**src/hdl/length_prefixed_jpeg_deframer_assert.svh**
```systemverilog
// assertion macros used by the deframer core rtl
`ifndef LENGTH_PREFIXED_JPEG_DEFRAMER_ASSERT_SVH
`define LENGTH_PREFIXED_JPEG_DEFRAMER_ASSERT_SVH

// same-cycle implication under synchronous active-low reset
`define LPJD_ASSERT_NOW(label, clk, rst_n, ante, cons, msg) \
    label: assert property (@(posedge clk) disable iff (!(rst_n)) (ante) |-> (cons)) \
        else $error(msg);

// next-cycle implication under synchronous active-low reset
`define LPJD_ASSERT_NEXT(label, clk, rst_n, ante, cons, msg) \
    label: assert property (@(posedge clk) disable iff (!(rst_n)) (ante) |=> (cons)) \
        else $error(msg);

`endif

```
**src/hdl/lpjd_pkg.sv**
```systemverilog
`default_nettype none

package lpjd_pkg;

    localparam int LEN_W = 18;

    localparam logic [2:0] HDR_BYTES = 3'd4;
    localparam logic [2:0] HDR_LAST  = 3'd3;

    localparam logic [7:0] MARK_FF = 8'hFF;
    localparam logic [7:0] MARK_D8 = 8'hD8;
    localparam logic [7:0] MARK_D9 = 8'hD9;

    localparam logic [LEN_W-1:0] LEN_FLOOR   = 18'd4;
    localparam logic [LEN_W-1:0] LEN_SAT     = 18'h3FFFF;
    localparam logic [LEN_W-1:0] MIN_LEN_RST = 18'd128;
    localparam logic [LEN_W-1:0] MAX_LEN_RST = 18'd131072;

    localparam logic [1:0] ST_NONE    = 2'd0;
    localparam logic [1:0] ST_GOOD    = 2'd1;
    localparam logic [1:0] ST_BAD_JPG = 2'd2;
    localparam logic [1:0] ST_BAD_LEN = 2'd3;

    localparam logic CFG_MIN_LENGTH = 1'b0;
    localparam logic CFG_MAX_LENGTH = 1'b1;

    localparam logic FUNC_BYTE = 1'b0;
    localparam logic FUNC_CONN = 1'b1;

    typedef struct packed {
        logic       func;
        logic [7:0] data;
    } t_item;

    typedef struct packed {
        logic [7:0]       out_byte;
        logic             byte_valid;
        logic             frame_end;
        logic [1:0]       status;
        logic [LEN_W-1:0] frame_length;
        logic [31:0]      good_frames;
        logic             halted;
    } t_result;

endpackage

`default_nettype wire

```
**src/hdl/lpjd_core.sv**
```systemverilog
`default_nettype none

module lpjd_core import lpjd_pkg::*; #(
    parameter int MAX_FRAME = 131072
) (
    input  wire logic             i_clk,
    input  wire logic             i_rst_n,
    input  wire logic             i_step,
    input  wire t_item            i_item,
    input  wire logic [LEN_W-1:0] i_min_len,
    input  wire logic [LEN_W-1:0] i_max_len,
    output t_result               o_res
);

    localparam logic [31:0] LP_MAX = 32'(MAX_FRAME);

    logic [2:0]       r_hdr,   n_hdr;
    logic [31:0]      r_len,   n_len;
    logic [LEN_W-1:0] r_pcnt,  n_pcnt;
    logic             r_sm,    n_sm;
    logic [7:0]       r_prev,  n_prev;
    logic             r_halt,  n_halt;
    logic [31:0]      r_good,  n_good;

    logic [LEN_W-1:0] lo;
    logic [31:0]      asm_len;
    logic             len_ok;
    logic             sm_now;
    logic [LEN_W:0]   pcnt_inc;
    t_result          res;

    assign lo       = (i_min_len < LEN_FLOOR) ? LEN_FLOOR : i_min_len;
    assign asm_len  = {r_len[23:0], i_item.data};
    assign len_ok   = (asm_len >= {14'd0, lo}) && (asm_len <= {14'd0, i_max_len})
                      && (asm_len <= LP_MAX);
    assign pcnt_inc = {1'b0, r_pcnt} + {{LEN_W{1'b0}}, 1'b1};

    always_comb begin
        n_hdr  = r_hdr;
        n_len  = r_len;
        n_pcnt = r_pcnt;
        n_sm   = r_sm;
        n_prev = r_prev;
        n_halt = r_halt;
        n_good = r_good;
        sm_now = r_sm;
        res    = '0;
        if (i_item.func == FUNC_CONN) begin
            n_hdr  = '0;
            n_len  = '0;
            n_pcnt = '0;
            n_sm   = 1'b0;
            n_prev = '0;
            n_halt = 1'b0;
        end else if (r_halt) begin
            n_halt = 1'b1;
        end else if (r_hdr < HDR_BYTES) begin
            n_len = asm_len;
            n_hdr = r_hdr + 3'd1;
            if (r_hdr == HDR_LAST && !len_ok) begin
                n_halt           = 1'b1;
                res.frame_end    = 1'b1;
                res.status       = ST_BAD_LEN;
                res.frame_length = (asm_len > {14'd0, LEN_SAT}) ? LEN_SAT
                                                                : asm_len[LEN_W-1:0];
                n_hdr  = '0;
                n_len  = '0;
                n_pcnt = '0;
                n_sm   = 1'b0;
                n_prev = '0;
            end
        end else begin
            res.out_byte   = i_item.data;
            res.byte_valid = 1'b1;
            if (r_pcnt == '0) begin
                sm_now = (i_item.data == MARK_FF);
            end else if (r_pcnt == {{(LEN_W-1){1'b0}}, 1'b1}) begin
                sm_now = r_sm && (i_item.data == MARK_D8);
            end
            n_sm   = sm_now;
            n_pcnt = pcnt_inc[LEN_W-1:0];
            if (pcnt_inc >= {1'b0, r_len[LEN_W-1:0]}) begin
                res.frame_end    = 1'b1;
                res.frame_length = r_len[LEN_W-1:0];
                if (sm_now && r_prev == MARK_FF && i_item.data == MARK_D9) begin
                    res.status = ST_GOOD;
                    n_good     = r_good + 32'd1;
                end else begin
                    res.status = ST_BAD_JPG;
                end
                n_hdr  = '0;
                n_len  = '0;
                n_pcnt = '0;
                n_sm   = 1'b0;
                n_prev = '0;
            end else begin
                n_prev = i_item.data;
            end
        end
        res.good_frames = n_good;
        res.halted      = n_halt;
    end

    assign o_res = res;

    always_ff @(posedge i_clk) begin
        if (!i_rst_n) begin
            r_hdr  <= '0;
            r_len  <= '0;
            r_pcnt <= '0;
            r_sm   <= 1'b0;
            r_prev <= '0;
            r_halt <= 1'b0;
            r_good <= '0;
        end else if (i_step) begin
            r_hdr  <= n_hdr;
            r_len  <= n_len;
            r_pcnt <= n_pcnt;
            r_sm   <= n_sm;
            r_prev <= n_prev;
            r_halt <= n_halt;
            r_good <= n_good;
        end
    end

`include "length_prefixed_jpeg_deframer_assert.svh"

    `LPJD_ASSERT_NOW(a_halt_clears_parser, i_clk, i_rst_n, r_halt, r_hdr == 3'd0 && r_len == 32'd0, "halted with parser state left")
    `LPJD_ASSERT_NOW(a_hdr_range, i_clk, i_rst_n, 1'b1, r_hdr <= HDR_BYTES, "header count out of range")
    `LPJD_ASSERT_NOW(a_payload_len, i_clk, i_rst_n, r_hdr == HDR_BYTES, r_len >= 32'd4 && r_len <= LP_MAX && {14'd0, r_pcnt} < r_len, "payload phase with bad length")
    `LPJD_ASSERT_NEXT(a_good_inc, i_clk, i_rst_n, i_step && res.status == ST_GOOD, r_good == $past(r_good) + 32'd1, "good frame count did not step")

endmodule

`default_nettype wire

```
**src/hdl/length_prefixed_jpeg_deframer.sv**
```systemverilog
`default_nettype none

// Length-prefixed JPEG deframer. Each beat on the input channel is a stream byte
// (func 0) or a new-connection event (func 1) and yields exactly one result beat.
// Frames are a 4-byte big-endian length then that many payload bytes; payload
// bytes pass out as they arrive and the last one carries the marker check status.
// A length below 4, below min_length, above max_length or above MAX_FRAME halts
// the stream until the next connection event. Throughput is one beat per clock
// unless the output stalls: the parser state is combinational between the input
// register and the result register, and a stalled output only holds the pipeline
// once both registers are full. Config writes are taken at any time (ready is
// always high) and should only be issued while the block is idle.
module length_prefixed_jpeg_deframer import lpjd_pkg::*; #(
    parameter int MAX_FRAME = 131072
) (
    input  wire logic             i_clk,
    input  wire logic             i_rst_n,
    input  wire logic             i_in_valid,
    output logic                  o_in_ready,
    input  wire logic             i_func,
    input  wire logic [7:0]       i_data,
    output logic                  o_out_valid,
    input  wire logic             i_out_ready,
    output logic [7:0]            o_out_byte,
    output logic                  o_byte_valid,
    output logic                  o_frame_end,
    output logic [1:0]            o_status,
    output logic [LEN_W-1:0]      o_frame_length,
    output logic [31:0]           o_good_frames,
    output logic                  o_halted,
    input  wire logic             i_cfg_valid,
    output logic                  o_cfg_ready,
    input  wire logic             i_cfg_index,
    input  wire logic [LEN_W-1:0] i_cfg_data
);

    logic             r_in_valid;
    t_item            r_item;
    logic             r_out_valid;
    t_result          r_res;
    logic [LEN_W-1:0] r_min_len;
    logic [LEN_W-1:0] r_max_len;

    logic    step;
    t_result core_res;

    assign step        = r_in_valid && (!r_out_valid || i_out_ready);
    assign o_in_ready  = !r_in_valid || step;
    assign o_cfg_ready = 1'b1;

    // input register
    always_ff @(posedge i_clk) begin
        if (!i_rst_n) begin
            r_in_valid <= 1'b0;
        end else if (o_in_ready) begin
            r_in_valid <= i_in_valid;
        end
    end

    always_ff @(posedge i_clk) begin
        if (i_in_valid && o_in_ready) begin
            r_item.func <= i_func;
            r_item.data <= i_data;
        end
    end

    // config registers
    always_ff @(posedge i_clk) begin
        if (!i_rst_n) begin
            r_min_len <= MIN_LEN_RST;
            r_max_len <= MAX_LEN_RST;
        end else if (i_cfg_valid) begin
            case (i_cfg_index)
                CFG_MIN_LENGTH: r_min_len <= i_cfg_data;
                CFG_MAX_LENGTH: r_max_len <= i_cfg_data;
                default: ;
            endcase
        end
    end

    lpjd_core #(
        .MAX_FRAME (MAX_FRAME)
    ) u_core (
        .i_clk     (i_clk),
        .i_rst_n   (i_rst_n),
        .i_step    (step),
        .i_item    (r_item),
        .i_min_len (r_min_len),
        .i_max_len (r_max_len),
        .o_res     (core_res)
    );

    // result register
    always_ff @(posedge i_clk) begin
        if (!i_rst_n) begin
            r_out_valid <= 1'b0;
        end else if (step) begin
            r_out_valid <= 1'b1;
        end else if (i_out_ready) begin
            r_out_valid <= 1'b0;
        end
    end

    always_ff @(posedge i_clk) begin
        if (step) begin
            r_res <= core_res;
        end
    end

    assign o_out_valid    = r_out_valid;
    assign o_out_byte     = r_res.out_byte;
    assign o_byte_valid   = r_res.byte_valid;
    assign o_frame_end    = r_res.frame_end;
    assign o_status       = r_res.status;
    assign o_frame_length = r_res.frame_length;
    assign o_good_frames  = r_res.good_frames;
    assign o_halted       = r_res.halted;

endmodule

`default_nettype wire
```
**config.mk**
```make
export PLATFORM = sky130hd
export DESIGN_NAME = length_prefixed_jpeg_deframer
export DESIGN_NICKNAME = d
export VERILOG_FILES = /design/src/hdl/lpjd_pkg.sv /design/src/hdl/lpjd_core.sv /design/src/hdl/length_prefixed_jpeg_deframer.sv
export VERILOG_INCLUDE_DIRS = /design/src /design/src/hdl
export SDC_FILE = /design/constraint.sdc
export NUM_CORES = 1
export LEC_CHECK = 0
export ABC_CLOCK_PERIOD_IN_PS = 11000
export BUFFER_PORTS_ARGS = -buffer_cell sky130_fd_sc_hd__buf_4
export CORE_ASPECT_RATIO = 0.8
export CORE_MARGIN = 10
export CORE_UTILIZATION = 61
export CTS_CLUSTER_DIAMETER = 150
export DETAILED_ROUTE_END_ITERATION = 12
export PLACE_DENSITY = 0.84
export SETUP_SLACK_MARGIN = 0.2
export SLEW_MARGIN = 5
export SYNTH_ARGS = -nofsm -noshare
export SYNTH_HDL_FRONTEND = slang
export SYNTH_SLANG_ARGS = --single-unit
```
**constraint.sdc**
```tcl
create_clock -name i_clk -period 11 [get_ports i_clk]
set_clock_uncertainty 0.1 [all_clocks]
set_input_delay 0.55 -clock i_clk [delete_from_list [all_inputs] [get_ports i_clk]]
set_output_delay 0.55 -clock i_clk [all_outputs]
set_load 0.02 [all_outputs]
```
==> qor.txt <==
Status = finished clean
Initial DRC Count = 893
Hold Violations, Final = 0
Num CTS Buffers = 17
Top cell type's share of synthesized area = 24.9%
Largest area contributor in the netlist = dfxtp_1
Psw = 389 uW
Top cells by area, synth = dfxtp_1 (25%), edfxtp_1 (21%), ha_1 (7.5%)
Crit path max fanout = 33
Max_cap viols = 0
Max Slew Vio Count = 0
Syn nets = 1186
Final WL = 25700 um
Initial antenna violation count = 0
Critical path class = flip-flop to flip-flop
Post-DP Area = 10900 um^2
Post-Syn Area = 10100 um^2
Max IR drop VDD = 115 uV
CTS clk-pin slew, worst paths = 0.07 ns
Met1 Usage GRT = 32.0%
Die Footprint = 22100 um^2
Syn_area_per_cell = 9.21 um^2
Setup Buffers After CTS = 0
Area of the core = 16000 um^2
Leak = 0.00431 uW
Crit path DAT = 5.15 ns
Post-synthesis sequential area ratio = 46.4%
Number of synthesized flops with an enable pin = 72
GP Congestion = 0.924
DR vias = 8688
Total GRT Usage = 23.0%
Crit-path cells = ha_1 > nand3_1 > nor4b_4 > nand4_1 > xnor2_1 > ha_1 > a21oi_1 > nor2b_1 > a311oi_1 > o21ai_0 > nor4_4 > buf_4 > o21a_1 > mux2_2
Final setup TNS = 0 ns
Remaining antenna violation count after routing = 0
Share of layout cells above drive strength 1 = 15.1%
Hold Path Stages = 1
Clk Latency, worst-skew pair = 0.45 ns
Post-route minimum period = 4.86 ns
CTS sink cnt = 197
Worst hold endpoint = r_item[2]
Comb power frac = 8.7%
Slew @ Worst Pin = 0.990 ns
Most used cell, CP = ha_1
Startpoint types = flip-flop
# rows = 41
Total power = 1520 uW
R2R Setup Slk = 6.14 ns
Crit path required time = 11.29 ns
I/O pin total = 99
First-pass GRT wire length = 41000 um
Met3 GRT Util = 6.96%
Hold path startpoint = i_data[2]
R2r endpoint = u_core.r_hdr[0]
Most used DFF post-synth = dfxtp_1
Die span in y = 135 um
Crit share post-route = 44.2%
Clock network power share = 39.2%
Wire per inst = 18.5 um
Syn Inst Count = 1093
Int Power = 1130 uW
Grt total ovfl = 0
# H-tree levels = 4
Final instance area = 11500 um^2
Die W = 164 um
First-pass DRT Iterations = 5
HP Class = primary input to flip-flop
CTS Hold Bufs = 0
Met2 Use GR = 33.1%
Area grow syn2layout = 14.1%
Largest net degree at the start of global routing = 90
Synth warnings = 0
Number of diodes = 0
Reg2reg start = u_core.r_pcnt[0]
Nets = 1253
Setup violations, final = 0
CTS root buffer = clkbuf_16
Cell area power density = 133 nW/um^2
Worst reg2reg path depth = 14
CTS max path bufs = 2
Sequential share of power = 52.1%
Post-DP HPWL = 17700 um
Post-CTS Resized = 0
Net Sw Frac = 25.5%
Crit. End Element = flip-flop
Starting Density = 63.1%
IO buf count = 97
Vias in the first global route = 7943
Worst path max stage delay = 0.76 ns
Most used routing layer = met2
Drt via density = 6.26
Peak Freq = 0.206 GHz
RSZ-0062 raised after global routing = no
Max-slew headroom = 34.0%
Worst path slowest cell = o21a_1
Yosys cell types = 55
CTS tree = done
DRC errors left = 0
Asr flop ratio synth = 0%
Seq cells post-synth = 197
cells by family (layout without fill, tap and decap cells):
| group | after synthesis | count (layout) | synth area share (%) |
|---|---|---|---|
| fa+ha+maj | 60 | 60 | 7.46 |
| xor+xnor | 45 | 45 | 3.92 |
| other cells | 1 | 1 | 0.0373 |
| flops | 197 | 197 | 46.4 |
| buf+inv | 126 | 206 | 5.00 |
| simple gates | 382 | 382 | 19.1 |
| mux | 10 | 10 | 1.02 |
| compound gates | 272 | 272 | 17.1 |
stage by stage:
step                      instances  util [%]  worst slack, ns  hold slack, ns
after global routing           1388      72.0             5.75           0.166
after floorplan                1093         -             7.09           0.332
after global placement         1355      68.4             6.47           0.343
final                          1388      72.0             6.14           0.179
after CTS                      1387      71.9             6.25           0.172
after detailed placement       1355      68.4             6.29           0.349
flip-flops by register name, indices dropped and copies added, names as in the netlist, 9 cells and up:
signal	count
o_frame_length	18
o_good_frames	32
r_item	9
r_max_len	18
r_min_len	18
u_core.r_good	32
u_core.r_len	24
u_core.r_pcnt	18
cells in the mapped netlist (all sizes together) (8+ instances only):
cell and n:
or4 25, inv 62, nand2b 13, a22o 26, o31ai 26, clkbuf 53, ha 60, o2111ai 19
nor4 25, mux2i 8, nor3 13, nand2 137, buf 10, xnor2 14, a21oi 101, o21ai 61
or3 8, dfxtp 125, xor2 31, nor2 66, a21o 8, nand4 34, and2 13, nand3 24
edfxtp 72
layout make-up:
cell class	instances	area, um^2
Multi-Input combinational cell	770	4920
Sequential cell	197	4660
Fill cell	1168	4470
Timing Repair Buffer	111	837
Clock buffer	20	468
Tap cell	215	269
Inverter	63	236
Clock inverter	12	91.3
placed cells by master, fill, tap and decap left out, types with 7 or more instances in the layout:
| cell | count |
|---|---|
| a21oi_1 | 101 |
| buf_4 | 110 |
| a22o_2 | 19 |
| o31ai_1 | 26 |
| and2_1 | 13 |
| o2111ai_1 | 17 |
| mux2i_1 | 8 |
| a22o_1 | 7 |
| inv_1 | 60 |
| xnor2_1 | 14 |
| dfxtp_1 | 125 |
| xor2_1 | 31 |
| clkbuf_16 | 18 |
| nand3_1 | 24 |
| nor2_1 | 66 |
| a21o_1 | 8 |
| edfxtp_1 | 72 |
| ha_1 | 60 |
| nor4_1 | 22 |
| or4_1 | 25 |
| nand2_1 | 137 |
| nor3_1 | 13 |
| nand4_1 | 34 |
| or3_1 | 8 |
| nand2b_1 | 12 |
| o21ai_0 | 58 |
worst max path at each step:
stage | slack (ns) | start | endpoint
detailed placement | 6.29 | u_core.r_pcnt[0] | u_core.r_hdr[0]
global placement | 6.47 | u_core.r_pcnt[0] | u_core.r_hdr[0]
global route | 5.75 | u_core.r_pcnt[0] | u_core.r_hdr[0]
finish | 6.14 | u_core.r_pcnt[0] | u_core.r_hdr[0]
floorplan | 7.09 | u_core.r_pcnt[0] | o_good_frames[1]
CTS | 6.25 | u_core.r_pcnt[0] | u_core.r_hdr[0]
critical path, delay by kind of cell, from the launching register on:
family | cells | cell delay, ns
adders and majority gates | 2 | 0.57
AOI/OAI and AO/OA | 4 | 1.55
buffers and inverters | 1 | 0.37
and+or+nand+nor | 5 | 1.19
DFF | 1 | 0.45
xor gates and xnor gates | 1 | 0.26
muxes | 1 | 0.29
power groups by stage:
stage | Sequential (uW) | Combinational (uW) | Clock (uW)
after floorplan | 814 | 68.6 | 0
after detailed placement | 808 | 131 | 0
final | 792 | 132 | 597
after CTS | 791 | 132 | 600
after global routing | 794 | 146 | 628
after global placement | 807 | 127 | 0
routing by layer:
layer	vias to the layer above	part of all wire, %
li1	4109	-
met1	4072	44
met2	461	43
met3	46	11
met4	0	1.8
met5	-	0
Note: power is estimated with default switching activity, not from simulation.
